==> src/sv/laser_range_conditioning_core_macros.svh <==
// Assertion macros shared by the laser range conditioning RTL.
`ifndef LASER_RANGE_CONDITIONING_CORE_MACROS_SVH
`define LASER_RANGE_CONDITIONING_CORE_MACROS_SVH

// Check that a condition holds in the same cycle as its trigger.
`define LRC_ASSERT_NOW(label, trig, cond, msg) \
    label: assert property (@(posedge clk) disable iff (!rst_n) (trig) |-> (cond)) \
        else $error(msg);

// Check that a condition holds in the cycle after its trigger.
`define LRC_ASSERT_NEXT(label, trig, cond, msg) \
    label: assert property (@(posedge clk) disable iff (!rst_n) (trig) |=> (cond)) \
        else $error(msg);

`endif

==> src/sv/lrc_pkg.sv <==
// Package with widths, register indices and shared types of the range conditioner.
package lrc_pkg;

    localparam int RANGE_BITS    = 20;
    localparam int MINR_BITS     = 20;
    localparam int INV_BITS      = 20;
    localparam int COS_BITS      = 17;
    localparam int SLOPE_BITS    = 24;
    localparam int ALPHA_BITS    = 32;
    localparam int BETA_BITS     = 24;
    localparam int CFG_DATA_BITS = 32;
    localparam int CFG_IDX_BITS  = 3;

    // Q1.16 cosine scale
    localparam int COS_FRAC = 16;

    // Squared range and positive denominator widths
    localparam int SQ_BITS  = 2 * RANGE_BITS;
    localparam int DEN_BITS = SQ_BITS + 1;

    // Corrected sum before saturation
    localparam int SUM_BITS = ((RANGE_BITS > ALPHA_BITS) ? RANGE_BITS : ALPHA_BITS) + 1;

    // Width for comparisons against the minimum range
    localparam int CMP_BITS = (RANGE_BITS > MINR_BITS) ? RANGE_BITS : MINR_BITS;

    // Shadow test widths
    localparam int COSP_BITS  = RANGE_BITS + COS_BITS;
    localparam int THR_BITS   = RANGE_BITS + SLOPE_BITS;
    localparam int SHIFT_BITS = RANGE_BITS + COS_FRAC;
    localparam int TST_A      = (COSP_BITS > THR_BITS) ? COSP_BITS : THR_BITS;
    localparam int TST_BITS   = (TST_A > SHIFT_BITS) ? TST_A : SHIFT_BITS;

    // Divider: quotient bits retired per cycle
    localparam int DIV_BITS_PER_STEP = 2;
    localparam int DIV_STEPS         = ALPHA_BITS / DIV_BITS_PER_STEP;
    localparam int DIV_CNT_BITS      = $clog2(DIV_STEPS);

    localparam logic [RANGE_BITS-1:0] RANGE_SAT = '1;

    // Queue depth between front and back
    localparam int QUEUE_DEPTH = 2;
    localparam int QPTR_BITS   = $clog2(QUEUE_DEPTH);
    localparam int QCNT_BITS   = $clog2(QUEUE_DEPTH + 1);

    // Configuration register indices
    localparam logic [CFG_IDX_BITS-1:0] REG_RANGE_FLOOR   = 3'd0;
    localparam logic [CFG_IDX_BITS-1:0] REG_INVALID_VALUE = 3'd1;
    localparam logic [CFG_IDX_BITS-1:0] REG_COS_INCREMENT = 3'd2;
    localparam logic [CFG_IDX_BITS-1:0] REG_SHADOW_SLOPE  = 3'd3;
    localparam logic [CFG_IDX_BITS-1:0] REG_DIST_ALPHA    = 3'd4;
    localparam logic [CFG_IDX_BITS-1:0] REG_DIST_BETA     = 3'd5;

    typedef struct packed {
        logic [MINR_BITS-1:0]         range_floor;
        logic [INV_BITS-1:0]          invalid_value;
        logic [COS_BITS-1:0]          cos_increment;
        logic [SLOPE_BITS-1:0]        shadow_slope;
        logic [ALPHA_BITS-1:0]        dist_alpha;
        logic signed [BETA_BITS-1:0]  dist_beta;
    } lrc_cfg_t;

    // Classified sample handed from front to back
    typedef struct packed {
        logic [RANGE_BITS-1:0] range;
        logic                  last;
        logic                  do_div;
        logic [DEN_BITS-1:0]   denom;
    } lrc_entry_t;

endpackage

==> src/sv/lrc_front.sv <==
// Front part: accepts samples, squares the range and classifies the correction.
module lrc_front (
    input  logic                       clk,
    input  logic                       rst_n,
    input  lrc_pkg::lrc_cfg_t          cfg,
    input  logic                       in_valid,
    output logic                       in_ready,
    input  logic [lrc_pkg::RANGE_BITS-1:0] range_sample,
    input  logic                       scan_end,
    output logic                       q_push,
    output lrc_pkg::lrc_entry_t        q_entry,
    input  logic                       q_full
);
    import lrc_pkg::*;

    logic                  stg_valid_reg;
    logic                  stg_valid_next;
    logic [RANGE_BITS-1:0] stg_range_reg;
    logic                  stg_last_reg;
    logic                  in_take;
    logic [SQ_BITS-1:0]    sq;
    logic signed [DEN_BITS:0] den_s;
    logic                  above_min;

    // Take a new transaction when the stage is empty or drains this cycle
    assign q_push   = stg_valid_reg && !q_full;
    assign in_ready = !stg_valid_reg || !q_full;
    assign in_take  = in_valid && in_ready;

    always_comb
    begin
        stg_valid_next = stg_valid_reg;
        if (in_take)
        begin
            stg_valid_next = 1'b1;
        end
        else if (q_push)
        begin
            stg_valid_next = 1'b0;
        end
    end

    always_ff @(posedge clk or negedge rst_n)
    begin
        if (!rst_n)
        begin
            stg_valid_reg <= 1'b0;
        end
        else
        begin
            stg_valid_reg <= stg_valid_next;
        end
    end

    // Hold the accepted sample
    always_ff @(posedge clk)
    begin
        if (in_take)
        begin
            stg_range_reg <= range_sample;
            stg_last_reg  <= scan_end;
        end
    end

    // Square the range and add beta to form the denominator
    assign sq        = SQ_BITS'(stg_range_reg) * SQ_BITS'(stg_range_reg);
    assign den_s     = $signed({1'b0, 1'b0, sq}) + (DEN_BITS + 1)'(cfg.dist_beta);
    assign above_min = CMP_BITS'(stg_range_reg) > CMP_BITS'(cfg.range_floor);

    // Correct only above the minimum range and for a positive denominator
    always_comb
    begin
        q_entry.range  = stg_range_reg;
        q_entry.last   = stg_last_reg;
        q_entry.do_div = above_min && !den_s[DEN_BITS] && (den_s != '0);
        q_entry.denom  = den_s[DEN_BITS-1:0];
    end

endmodule

==> src/sv/lrc_queue.sv <==
// Two-entry queue that decouples the front and back parts.
module lrc_queue (
    input  logic                clk,
    input  logic                rst_n,
    input  logic                push,
    input  lrc_pkg::lrc_entry_t wr_entry,
    input  logic                pop,
    output lrc_pkg::lrc_entry_t rd_entry,
    output logic                full,
    output logic                empty
);
    import lrc_pkg::*;

    lrc_entry_t           mem_reg [QUEUE_DEPTH];
    logic [QPTR_BITS-1:0] wr_ptr_reg;
    logic [QPTR_BITS-1:0] wr_ptr_next;
    logic [QPTR_BITS-1:0] rd_ptr_reg;
    logic [QPTR_BITS-1:0] rd_ptr_next;
    logic [QCNT_BITS-1:0] cnt_reg;
    logic [QCNT_BITS-1:0] cnt_next;

    assign full     = (cnt_reg == QCNT_BITS'(QUEUE_DEPTH));
    assign empty    = (cnt_reg == '0);
    assign rd_entry = mem_reg[rd_ptr_reg];

    // Advance pointers and occupancy
    always_comb
    begin
        wr_ptr_next = wr_ptr_reg;
        rd_ptr_next = rd_ptr_reg;
        cnt_next    = cnt_reg;
        if (push)
        begin
            wr_ptr_next = (wr_ptr_reg == QPTR_BITS'(QUEUE_DEPTH - 1)) ? '0
                                                                      : wr_ptr_reg + 1'b1;
        end
        if (pop)
        begin
            rd_ptr_next = (rd_ptr_reg == QPTR_BITS'(QUEUE_DEPTH - 1)) ? '0
                                                                      : rd_ptr_reg + 1'b1;
        end
        if (push && !pop)
        begin
            cnt_next = cnt_reg + 1'b1;
        end
        else if (pop && !push)
        begin
            cnt_next = cnt_reg - 1'b1;
        end
    end

    always_ff @(posedge clk or negedge rst_n)
    begin
        if (!rst_n)
        begin
            wr_ptr_reg <= '0;
            rd_ptr_reg <= '0;
            cnt_reg    <= '0;
        end
        else
        begin
            wr_ptr_reg <= wr_ptr_next;
            rd_ptr_reg <= rd_ptr_next;
            cnt_reg    <= cnt_next;
        end
    end

    // Store the entry
    always_ff @(posedge clk)
    begin
        if (push)
        begin
            mem_reg[wr_ptr_reg] <= wr_entry;
        end
    end

endmodule

==> src/sv/lrc_div.sv <==
// Iterative restoring divider for the distortion quotient, two bits per cycle.
module lrc_div (
    input  logic                           clk,
    input  logic                           rst_n,
    input  logic                           start,
    input  logic [lrc_pkg::ALPHA_BITS-1:0] dividend,
    input  logic [lrc_pkg::DEN_BITS-1:0]   divisor,
    output logic                           done,
    output logic [lrc_pkg::ALPHA_BITS-1:0] quotient
);
    import lrc_pkg::*;

    logic                    busy_reg;
    logic                    busy_next;
    logic                    done_reg;
    logic                    done_next;
    logic [DIV_CNT_BITS-1:0] cnt_reg;
    logic [DIV_CNT_BITS-1:0] cnt_next;
    logic [DEN_BITS-1:0]     rem_reg;
    logic [DEN_BITS-1:0]     rem_next;
    logic [ALPHA_BITS-1:0]   quo_reg;
    logic [ALPHA_BITS-1:0]   quo_next;
    logic [DEN_BITS-1:0]     dsr_reg;
    logic [DEN_BITS-1:0]     step_rem;
    logic [ALPHA_BITS-1:0]   step_quo;
    logic [DEN_BITS:0]       trial;

    assign done     = done_reg;
    assign quotient = quo_reg;

    // Shift in dividend bits and subtract the divisor where it fits
    always_comb
    begin
        step_rem = rem_reg;
        step_quo = quo_reg;
        trial    = '0;
        for (int i = 0; i < DIV_BITS_PER_STEP; i++)
        begin
            trial    = {step_rem, step_quo[ALPHA_BITS-1]};
            step_quo = {step_quo[ALPHA_BITS-2:0], 1'b0};
            if (trial >= {1'b0, dsr_reg})
            begin
                step_rem    = DEN_BITS'(trial - {1'b0, dsr_reg});
                step_quo[0] = 1'b1;
            end
            else
            begin
                step_rem = trial[DEN_BITS-1:0];
            end
        end
    end

    // Sequence the iterations
    always_comb
    begin
        busy_next = busy_reg;
        done_next = 1'b0;
        cnt_next  = cnt_reg;
        rem_next  = rem_reg;
        quo_next  = quo_reg;
        if (start)
        begin
            busy_next = 1'b1;
            cnt_next  = DIV_CNT_BITS'(DIV_STEPS - 1);
            rem_next  = '0;
            quo_next  = dividend;
        end
        else if (busy_reg)
        begin
            rem_next = step_rem;
            quo_next = step_quo;
            if (cnt_reg == '0)
            begin
                busy_next = 1'b0;
                done_next = 1'b1;
            end
            else
            begin
                cnt_next = cnt_reg - 1'b1;
            end
        end
    end

    always_ff @(posedge clk or negedge rst_n)
    begin
        if (!rst_n)
        begin
            busy_reg <= 1'b0;
            done_reg <= 1'b0;
            cnt_reg  <= '0;
        end
        else
        begin
            busy_reg <= busy_next;
            done_reg <= done_next;
            cnt_reg  <= cnt_next;
        end
    end

    always_ff @(posedge clk)
    begin
        rem_reg <= rem_next;
        quo_reg <= quo_next;
        if (start)
        begin
            dsr_reg <= divisor;
        end
    end

endmodule

==> src/sv/lrc_back.sv <==
// Back part: corrects the range, runs the shadow test and emits results.
module lrc_back (
    input  logic                           clk,
    input  logic                           rst_n,
    input  lrc_pkg::lrc_cfg_t              cfg,
    input  lrc_pkg::lrc_entry_t            q_entry,
    input  logic                           q_empty,
    output logic                           q_pop,
    output logic                           div_start,
    input  logic                           div_done,
    input  logic [lrc_pkg::ALPHA_BITS-1:0] div_quot,
    output logic                           out_valid,
    input  logic                           out_ready,
    output logic [lrc_pkg::RANGE_BITS-1:0] range_out,
    output logic                           rejected,
    output logic                           scan_last
);
    import lrc_pkg::*;

    localparam logic [2:0] ST_IDLE      = 3'd0;
    localparam logic [2:0] ST_DIV       = 3'd1;
    localparam logic [2:0] ST_CORR      = 3'd2;
    localparam logic [2:0] ST_MUL       = 3'd3;
    localparam logic [2:0] ST_TEST      = 3'd4;
    localparam logic [2:0] ST_EMIT_HELD = 3'd5;
    localparam logic [2:0] ST_EMIT_LAST = 3'd6;

    logic [2:0]            state_reg;
    logic [2:0]            state_next;
    logic                  held_valid_reg;
    logic                  held_valid_next;
    logic                  held_pair_reg;
    logic                  held_pair_next;
    logic [RANGE_BITS-1:0] held_range_reg;
    logic [RANGE_BITS-1:0] held_range_next;
    logic                  out_valid_reg;
    logic                  out_valid_next;

    logic [RANGE_BITS-1:0] r_reg;
    logic [RANGE_BITS-1:0] r_next;
    logic                  last_reg;
    logic                  last_next;
    logic [ALPHA_BITS-1:0] q_reg;
    logic [ALPHA_BITS-1:0] q_next;
    logic [RANGE_BITS-1:0] c_reg;
    logic [RANGE_BITS-1:0] c_next;
    logic [COSP_BITS-1:0]  a_reg;
    logic [COSP_BITS-1:0]  a_next;
    logic [THR_BITS-1:0]   thr_reg;
    logic [THR_BITS-1:0]   thr_next;
    logic                  hit_reg;
    logic                  hit_next;
    logic [RANGE_BITS-1:0] out_range_reg;
    logic [RANGE_BITS-1:0] out_range_next;
    logic                  out_rej_reg;
    logic                  out_rej_next;
    logic                  out_last_reg;
    logic                  out_last_next;

    logic                  out_free;
    logic [SUM_BITS-1:0]   sum;
    logic [TST_BITS-1:0]   b_val;
    logic [TST_BITS-1:0]   a_val;
    logic [TST_BITS-1:0]   y_val;
    logic                  held_rej;
    logic                  last_rej;

    assign out_valid = out_valid_reg;
    assign range_out = out_range_reg;
    assign rejected  = out_rej_reg;
    assign scan_last = out_last_reg;
    assign out_free  = !out_valid_reg || out_ready;

    // Saturating corrected sum
    assign sum = SUM_BITS'(r_reg) + SUM_BITS'(q_reg);

    // Distance of the current sample from the projected held sample
    assign b_val = TST_BITS'(c_reg) << COS_FRAC;
    assign a_val = TST_BITS'(a_reg);
    assign y_val = (b_val > a_val) ? (b_val - a_val) : (a_val - b_val);

    assign held_rej = held_pair_reg || hit_reg
                      || (CMP_BITS'(held_range_reg) < CMP_BITS'(cfg.range_floor));
    assign last_rej = hit_reg || (CMP_BITS'(c_reg) < CMP_BITS'(cfg.range_floor));

    always_comb
    begin
        state_next      = state_reg;
        held_valid_next = held_valid_reg;
        held_pair_next  = held_pair_reg;
        held_range_next = held_range_reg;
        out_valid_next  = out_valid_reg && !out_ready;
        r_next          = r_reg;
        last_next       = last_reg;
        q_next          = q_reg;
        c_next          = c_reg;
        a_next          = a_reg;
        thr_next        = thr_reg;
        hit_next        = hit_reg;
        out_range_next  = out_range_reg;
        out_rej_next    = out_rej_reg;
        out_last_next   = out_last_reg;
        q_pop           = 1'b0;
        div_start       = 1'b0;

        unique case (state_reg)
            // Pop a classified sample and start the divider if needed
            ST_IDLE:
            begin
                if (!q_empty)
                begin
                    q_pop     = 1'b1;
                    r_next    = q_entry.range;
                    last_next = q_entry.last;
                    q_next    = '0;
                    if (q_entry.do_div)
                    begin
                        div_start  = 1'b1;
                        state_next = ST_DIV;
                    end
                    else
                    begin
                        state_next = ST_CORR;
                    end
                end
            end
            // Wait for the quotient
            ST_DIV:
            begin
                if (div_done)
                begin
                    q_next     = div_quot;
                    state_next = ST_CORR;
                end
            end
            // Add and saturate
            ST_CORR:
            begin
                c_next     = (sum > SUM_BITS'(RANGE_SAT)) ? RANGE_SAT : sum[RANGE_BITS-1:0];
                state_next = ST_MUL;
            end
            // Project the held sample and scale the threshold
            ST_MUL:
            begin
                a_next     = COSP_BITS'(held_range_reg) * COSP_BITS'(cfg.cos_increment);
                thr_next   = THR_BITS'(held_range_reg) * THR_BITS'(cfg.shadow_slope);
                state_next = ST_TEST;
            end
            // Compare against the threshold
            ST_TEST:
            begin
                hit_next   = held_valid_reg && (y_val > TST_BITS'(thr_reg));
                state_next = ST_EMIT_HELD;
            end
            // Emit the held sample, then hold the current one or flush it
            ST_EMIT_HELD:
            begin
                if (!held_valid_reg || out_free)
                begin
                    if (held_valid_reg)
                    begin
                        out_valid_next = 1'b1;
                        out_range_next = held_rej ? RANGE_BITS'(cfg.invalid_value)
                                                  : held_range_reg;
                        out_rej_next   = held_rej;
                        out_last_next  = 1'b0;
                    end
                    if (last_reg)
                    begin
                        state_next = ST_EMIT_LAST;
                    end
                    else
                    begin
                        held_range_next = c_reg;
                        held_pair_next  = hit_reg;
                        held_valid_next = 1'b1;
                        state_next      = ST_IDLE;
                    end
                end
            end
            // Emit the final sample of the scan and drop the held state
            ST_EMIT_LAST:
            begin
                if (out_free)
                begin
                    out_valid_next  = 1'b1;
                    out_range_next  = last_rej ? RANGE_BITS'(cfg.invalid_value) : c_reg;
                    out_rej_next    = last_rej;
                    out_last_next   = 1'b1;
                    held_range_next = '0;
                    held_pair_next  = 1'b0;
                    held_valid_next = 1'b0;
                    state_next      = ST_IDLE;
                end
            end
            default:
            begin
                state_next = ST_IDLE;
            end
        endcase
    end

    always_ff @(posedge clk or negedge rst_n)
    begin
        if (!rst_n)
        begin
            state_reg      <= ST_IDLE;
            held_valid_reg <= 1'b0;
            held_pair_reg  <= 1'b0;
            held_range_reg <= '0;
            out_valid_reg  <= 1'b0;
        end
        else
        begin
            state_reg      <= state_next;
            held_valid_reg <= held_valid_next;
            held_pair_reg  <= held_pair_next;
            held_range_reg <= held_range_next;
            out_valid_reg  <= out_valid_next;
        end
    end

    always_ff @(posedge clk)
    begin
        r_reg         <= r_next;
        last_reg      <= last_next;
        q_reg         <= q_next;
        c_reg         <= c_next;
        a_reg         <= a_next;
        thr_reg       <= thr_next;
        hit_reg       <= hit_next;
        out_range_reg <= out_range_next;
        out_rej_reg   <= out_rej_next;
        out_last_reg  <= out_last_next;
    end

endmodule

==> src/sv/laser_range_conditioning_core.sv <==
// Usage: top level of the laser range conditioner with its configuration registers.
//
// Input channel in_valid/in_ready carries range_sample (Q8.12 m) and scan_end.
// Output channel out_valid/out_ready carries range_out, rejected and scan_last.
// Each sample comes out one transaction late, once its right neighbour is known;
// the transaction marked scan_end also flushes itself right after the held one.
// A sample above the minimum range with a positive denominator passes through the
// two-bit-per-cycle divider (16 iterations) while the back part waits on it. The back
// part handles one input transaction at a time: pop in ST_IDLE, the divider wait in
// ST_DIV when a correction applies, then ST_CORR, ST_MUL, ST_TEST and ST_EMIT_HELD,
// and ST_EMIT_LAST for a scan_end transaction. The back part sets the throughput.
// Receiver stalls hold the back part in its emit states.
// A one-entry input stage and a two-entry queue let the front keep accepting
// while the back waits on a stalled receiver; the output register holds its
// result until out_ready is seen.
// Reset clears the held sample, the queue and the output register, and loads
// the register defaults. cfg_write with cfg_index and cfg_data writes a
// register at once; write only while the block is idle. Unknown indices are dropped.
module laser_range_conditioning_core (
    input  logic                              clk,
    input  logic                              rst_n,
    input  logic                              cfg_write,
    input  logic [lrc_pkg::CFG_IDX_BITS-1:0]  cfg_index,
    input  logic [lrc_pkg::CFG_DATA_BITS-1:0] cfg_data,
    input  logic                              in_valid,
    output logic                              in_ready,
    input  logic [lrc_pkg::RANGE_BITS-1:0]    range_sample,
    input  logic                              scan_end,
    output logic                              out_valid,
    input  logic                              out_ready,
    output logic [lrc_pkg::RANGE_BITS-1:0]    range_out,
    output logic                              rejected,
    output logic                              scan_last
);
    import lrc_pkg::*;

`include "laser_range_conditioning_core_macros.svh"

    lrc_cfg_t              cfg_reg;
    lrc_cfg_t              cfg_next;
    lrc_entry_t            push_entry;
    lrc_entry_t            head_entry;
    logic                  q_push;
    logic                  q_pop;
    logic                  q_full;
    logic                  q_empty;
    logic                  div_start;
    logic                  div_done;
    logic [ALPHA_BITS-1:0] div_quot;
    logic                  rej_value_ok;

    // Decode register writes
    always_comb
    begin
        cfg_next = cfg_reg;
        if (cfg_write)
        begin
            unique case (cfg_index)
                REG_RANGE_FLOOR:   cfg_next.range_floor   = cfg_data[MINR_BITS-1:0];
                REG_INVALID_VALUE: cfg_next.invalid_value = cfg_data[INV_BITS-1:0];
                REG_COS_INCREMENT: cfg_next.cos_increment = cfg_data[COS_BITS-1:0];
                REG_SHADOW_SLOPE:  cfg_next.shadow_slope  = cfg_data[SLOPE_BITS-1:0];
                REG_DIST_ALPHA:    cfg_next.dist_alpha    = cfg_data[ALPHA_BITS-1:0];
                REG_DIST_BETA:     cfg_next.dist_beta     = $signed(cfg_data[BETA_BITS-1:0]);
                default:           cfg_next               = cfg_reg;
            endcase
        end
    end

    always_ff @(posedge clk or negedge rst_n)
    begin
        if (!rst_n)
        begin
            cfg_reg.range_floor   <= '0;
            cfg_reg.invalid_value <= INV_BITS'(1048575);
            cfg_reg.cos_increment <= COS_BITS'(65536);
            cfg_reg.shadow_slope  <= '0;
            cfg_reg.dist_alpha    <= '0;
            cfg_reg.dist_beta     <= '0;
        end
        else
        begin
            cfg_reg <= cfg_next;
        end
    end

    // Accept and classify
    lrc_front u_front (
        .clk          (clk),
        .rst_n        (rst_n),
        .cfg          (cfg_reg),
        .in_valid     (in_valid),
        .in_ready     (in_ready),
        .range_sample (range_sample),
        .scan_end     (scan_end),
        .q_push       (q_push),
        .q_entry      (push_entry),
        .q_full       (q_full)
    );

    // Decouple front and back
    lrc_queue u_queue (
        .clk      (clk),
        .rst_n    (rst_n),
        .push     (q_push),
        .wr_entry (push_entry),
        .pop      (q_pop),
        .rd_entry (head_entry),
        .full     (q_full),
        .empty    (q_empty)
    );

    // Divide alpha by the denominator
    lrc_div u_div (
        .clk      (clk),
        .rst_n    (rst_n),
        .start    (div_start),
        .dividend (cfg_reg.dist_alpha),
        .divisor  (head_entry.denom),
        .done     (div_done),
        .quotient (div_quot)
    );

    // Correct, test and emit
    lrc_back u_back (
        .clk       (clk),
        .rst_n     (rst_n),
        .cfg       (cfg_reg),
        .q_entry   (head_entry),
        .q_empty   (q_empty),
        .q_pop     (q_pop),
        .div_start (div_start),
        .div_done  (div_done),
        .div_quot  (div_quot),
        .out_valid (out_valid),
        .out_ready (out_ready),
        .range_out (range_out),
        .rejected  (rejected),
        .scan_last (scan_last)
    );

    // A rejected result carries the invalid value
    assign rej_value_ok = (range_out == cfg_reg.invalid_value);

    `LRC_ASSERT_NOW(a_pop_nonempty, q_pop, !q_empty, "queue popped while empty")
    `LRC_ASSERT_NOW(a_push_notfull, q_push, !q_full, "queue pushed while full")
    `LRC_ASSERT_NOW(a_rej_value, out_valid && rejected, rej_value_ok, "wrong rejected value")
    `LRC_ASSERT_NEXT(a_pop_spacing, q_pop, !q_pop, "back popped in consecutive cycles")

endmodule

==> config.mk <==
export PLATFORM = sky130hd
export DESIGN_NAME = laser_range_conditioning_core
export DESIGN_NICKNAME = d
export VERILOG_FILES = /design/src/sv/lrc_pkg.sv /design/src/sv/lrc_front.sv /design/src/sv/lrc_queue.sv /design/src/sv/lrc_div.sv /design/src/sv/lrc_back.sv /design/src/sv/laser_range_conditioning_core.sv
export VERILOG_INCLUDE_DIRS = /design/src /design/src/sv
export SDC_FILE = /design/constraint.sdc
export NUM_CORES = 2
export LEC_CHECK = 0
export ABC_AREA = 1
export BUFFER_PORTS_ARGS = -buffer_cell sky130_fd_sc_hd__buf_4
export CORE_MARGIN = 4
export CORE_UTILIZATION = 50
export CTS_CLUSTER_DIAMETER = 100
export CTS_CLUSTER_SIZE = 24
export DETAILED_ROUTE_END_ITERATION = 12
export GPL_ROUTABILITY_DRIVEN = 0
export PLACE_DENSITY = 0.74
export SETUP_SLACK_MARGIN = 0.02
export SYNTH_ARGS = -nofsm -noshare
export SYNTH_HDL_FRONTEND = slang
export SYNTH_SLANG_ARGS = --single-unit
==> constraint.sdc <==
create_clock -name clk -period 26 [get_ports clk]
set_clock_uncertainty 0.1 [all_clocks]
set_input_delay 3.9 -clock clk [delete_from_list [all_inputs] [get_ports clk]]
set_output_delay 3.9 -clock clk [all_outputs]
set_load 0.05 [all_outputs]
Word level (Yosys, flattened, before mapping) --
Memory sizes are Yosys's and may differ from the RTL's. Index checks and enable logic that the tools add are counted. Widths: inputs -> output; s select.
Storage, ports and cells: flip-flop bits (word level) 486, input port bits 61, memories 1, RAM bits 126
Operators by class: reduce and logical (&&, ||, !) cells 44, bitwise operators 1, equal/unequal tests 19, add/sub/neg operators 11, $mul 3, $lt $le $gt $ge 8, muxes and demuxes 68
Memory list:
- u_queue.mem_reg | depth 2, bits a word 63, rd ports 1, clocked after memory_dff 0, write ports 1, RTL line lrc_queue.sv:14 | lrc_entry_t mem_reg [QUEUE_DEPTH];
Operator list (number):
- $mux 20 | 8
- $mux 32 | 4
- $ge 42x41->1 | 2
- $mux 41 | 2
- $sub 41x41->41 | 2
- $pmux 20 s2 | 2
- $pmux 32 s2 | 1
- $gt 44x44->1 | 1
- $mul 20x24->44 | 1
- $mux 44 | 1
- $add 41x24->42 | 1
- $reduce_bool 42->1 | 1
- $lt 20x20->1 | 2
- $mul 20x20->40 | 1
- $sub 36x37->38 | 1
- $sub 37x36->38 | 1
- $gt 36x37->1 | 1
- $mul 20x17->37 | 1
- $add 20x32->33 | 1
- $gt 33x20->1 const B | 1
- $mux 1 | 33
- $pmux 3 s7 | 1
- $gt 20x20->1 | 1
- $reduce_and 2->1 | 8
- other kinds (24) | 76

Longest topological paths before layout --
depth after elaboration 7, gate-level depth with buffers 45, mapped depth without buffers 44

Cells and area by module --
From an unflattened synthesis, not the netlist that was laid out.
Second synthesis, totals: cell total of the unflattened synthesis 10831, area, all modules 82369.0 sq um
By module, submodules not included:
- lrc_back | seq. area each 5965.7 sq um, times used 1, area each 43026.3 sq um, cells each 5746
- lrc_front | seq. area each 655.6 sq um, times used 1, area each 16659.7 sq um, cells each 2318
- lrc_div | seq. area each 3163.0 sq um, times used 1, area each 12251.8 sq um, cells each 1943
- laser_range_conditioning_core | seq. area each 3454.6 sq um, times used 1, area each 5378.9 sq um, cells each 603
- lrc_queue | seq. area each 3883.7 sq um, times used 1, area each 5052.3 sq um, cells each 221

Worst setup path before layout --
Ideal clock, no wire load.
path type reg2reg, start reg u_front.stg_range_reg[10], end mem u_queue.mem_reg[0][41] (netlist bit) (data pin), stages on the path, launching flop included 44, setup slack 17.773 ns, data arrival time 7.858 ns, buffers on the path 2, clock period less this slack 8.227 ns, path through edfxtp_1 > clkbuf_1 > buf_1 > nand2_1 > fa_1 > inv_1 > fa_1 > inv_1 > fa_1 > inv_1 > fa_1 > inv_1 > fa_1 > inv_1 > fa_1 > inv_1 > fa_1 > inv_1 > [8 not listed] > o21bai_1 > xor2_1 > ha_1 > nand2_1 > nor2_1 > inv_1 > nor2_1 > inv_1 > nor2_1 > nand3_1 > nand3_1 > nand2_1 > nand2_1 > nand2_1 > nor2_1 > nand3_1 > nor2_1 > nor2_1
RTL lines:
- start: declaration | RTL line lrc_front.sv:18 | logic [RANGE_BITS-1:0] stg_range_reg;
- start signal: assignment | RTL line lrc_front.sv:60 | stg_range_reg <= range_sample;
- end: declaration | RTL line lrc_queue.sv:14

==> reports/qor.csv <==
metric;value;unit
hold depth;2;
cts bufs inserted;41;
Seq cells post-synth;612;
Main synth FF type;edfxtp_1;
count leader, synth;nand2_1;
CP required;26300;ps
routed via count;67558;
Total Nets Final;11768;
most frequent cells after synthesis;2,708 x nand2_1, 2,385 x inv_1, 943 x fa_1;
layout cells sized above 1;0.0384;
CTS tree;built;
# setup viols final;0;
slowest stage delay, CP;1020;ps
WL final;235;mm
Synth Cell Area;0.0792;mm2
DRC;0;
First-pass DRT Iterations;9;
placed cell area;0.0818;mm2
RSZ-0062 raised after global routing;no;
ranking of synthesized cells by area;fa_1 24%, edfxtp_1 15%, nand2_1 13%, inv_1 11%, ha_1 11%;
CP endpoint kind;flop;
Synthesized Nets;11884;
Clock Tree Buf Depth;3;
Final HPWL DP;184;mm
crit path kind;reg -> reg;
worst-margin pin slew;1380;ps
Setup Buffers After CTS;0;
Highest Clock Rate;106;MHz
Mean Syn Cell Area;7.79;um2
initial antenna violation count;15;
vias per cell;5.56;
CTS HTree Levels;2;
All-Layer GR Usage;0.286;
Routed Antenna Nets;0;
Port-buffer cells;84;
slew margin rel.;0.0826;
final instance area;0.0832;mm2
core footprint;0.157;mm2
die height;406;um
global-route wire length before repair;369;mm
DR iter-0 viols;7812;
Hold Crit Class;reg -> reg;
Critical Path AT;9700;ps
largest net degree at the start of global routing;81;
number of global-route vias before repair;67294;
routed length per placed instance;19.4;um
max reg flops;137;
async set-reset flop share out of synthesis;0.284;
Overflow after GRT;0;
min Tclk post-route;9390;ps
placed cell count;12067;
Synth cell types;61;
clock slew seen by the registers of the worst setup and hold paths;90;ps
crit-path max FO;23;
Die ar.;0.165;mm2
Root Buffer;clkbuf_16;
I/O pin count;85;
width of the die;406;um
Slew Viols, Final;0;
post-synth top area cell;fa_1;
cell mode on critical path;nand2_1;
Cells after Synth;10168;
clk_lat worst skew;690;ps
CTS hold repair buffers;0;
setup_tns;0;ps
Setup crit start kind;flop;
area grow syn2layout;5.12;%
period utilisation layout;0.361;
reg2reg path depth;39;
Seq/Total Area, Yosys;0.216;
outcome;completed;
final std cells w/o fill;12150;
Final Hold Vio Count;0;
initial core utilization;0.505;
share of the synthesized area in the top cell type;0.238;
post-CTS sizing;0;
Critical Path Slowest Stage Cell;edfxtp_1;
YS warnings;0;
number of enable flip-flop cells after synthesis;397;
num rows;145;
CTS sink count;612;
max_cap viols;0;
## path summary, 6_finish.rpt
check                                                         start                                     to  slack, ps
min in group asynchronous                                     rst_n                cfg_reg[54]$_DFFE_PN0P_       3110
worst max register to register  u_front.stg_range_reg[10]$_DFFE_PP_       u_queue.mem_reg[0][41]$_DFFE_PP_      16610
max in group asynchronous                                     rst_n  u_back.held_range_reg[15]$_DFFE_PN0P_      20610
worst min-delay path                 u_div.rem_reg[40]$_SDFFE_PP0P_         u_div.rem_reg[40]$_SDFFE_PP0P_        370
worst min register to register       u_div.rem_reg[40]$_SDFFE_PP0P_         u_div.rem_reg[40]$_SDFFE_PP0P_        370
worst max-delay path            u_front.stg_range_reg[10]$_DFFE_PP_       u_queue.mem_reg[0][41]$_DFFE_PP_      16610
## cell families (layout without fill, tap and decap cells)
kind of cell,Yosys count,after routing,synth area share
simple gates,3842,3842,0.194
buf+inv,2717,2634,0.130
fa+ha+maj,1655,1655,0.351
compound gates,1012,1012,0.0702
flops,612,612,0.216
xor+xnor,258,258,0.0285
mux,72,72,0.0102
other cells,0,7,0
## cell usage in the layout, fill, tap and decap left out, types with 12 or more instances in the layout
cell | Yosys | routed
a31oi_1 | 33 | 33
dfxtp_1 | 41 | 41
mux2_2 | 71 | 71
clkbuf_1 | 273 | 12
nor4_1 | 19 | 19
nand2_1 | 2708 | 2707
fa_1 | 943 | 943
o21bai_1 | 43 | 43
xor2_1 | 159 | 159
dfstp_2 | 21 | 21
buf_4 | 7 | 167
inv_1 | 2385 | 2385
dfrtp_1 | 153 | 152
o21ai_0 | 435 | 435
nor2_1 | 562 | 555
nand3_1 | 369 | 368
clkbuf_16 | 0 | 42
or2_2 | 26 | 26
ha_1 | 712 | 712
o21a_1 | 13 | 13
nand4_1 | 57 | 57
a21o_1 | 28 | 28
edfxtp_1 | 397 | 397
nor3_1 | 61 | 61
a21oi_1 | 368 | 366
o211ai_1 | 36 | 36
xnor2_1 | 99 | 99
## layer usage
metal | part of all wire | track usage | up-vias
met2 | 0.43 | 0.434 | 3960
li1 | - | - | 30650
met5 | 0.00024 | 0.000892 | -
met3 | 0.12 | 0.0677 | 771
met1 | 0.39 | 0.388 | 32169
met4 | 0.057 | 0.135 | 8
## critical path, delay by kind of cell (launching register included)
family                     cells  cell delay [ps]
AOI/OAI and AO/OA              4              790
xor gates and xnor gates       1              150
adders and majority gates      9             4440
buffers and inverters          8              450
DFF                            1             1020
and+or+nand+nor               17             2180
## final cells by class
type | instances | area, um2
fill | 14326 | 73500
multi-input combinational | 6839 | 51800
sequential | 612 | 17100
inverter | 2390 | 8970
tap | 2058 | 2570
timing repair buffer | 168 | 1270
clock buffer | 54 | 1100
clock inverter | 22 | 355
antenna | 7 | 17.5
## metrics by stage
stage                     hold slack, ps   util  worst slack [ps]
after floorplan                      321      -             17770
after global placement               357  0.522             16990
after detailed placement             350  0.522             16750
after CTS                            367  0.531             16760
after global routing                 394  0.531             16050
final                                371  0.531             16610
Power is left out: the tool's default activity adds up to more than one toggle a clock period on the data nets, which glitch-free logic cannot reach.
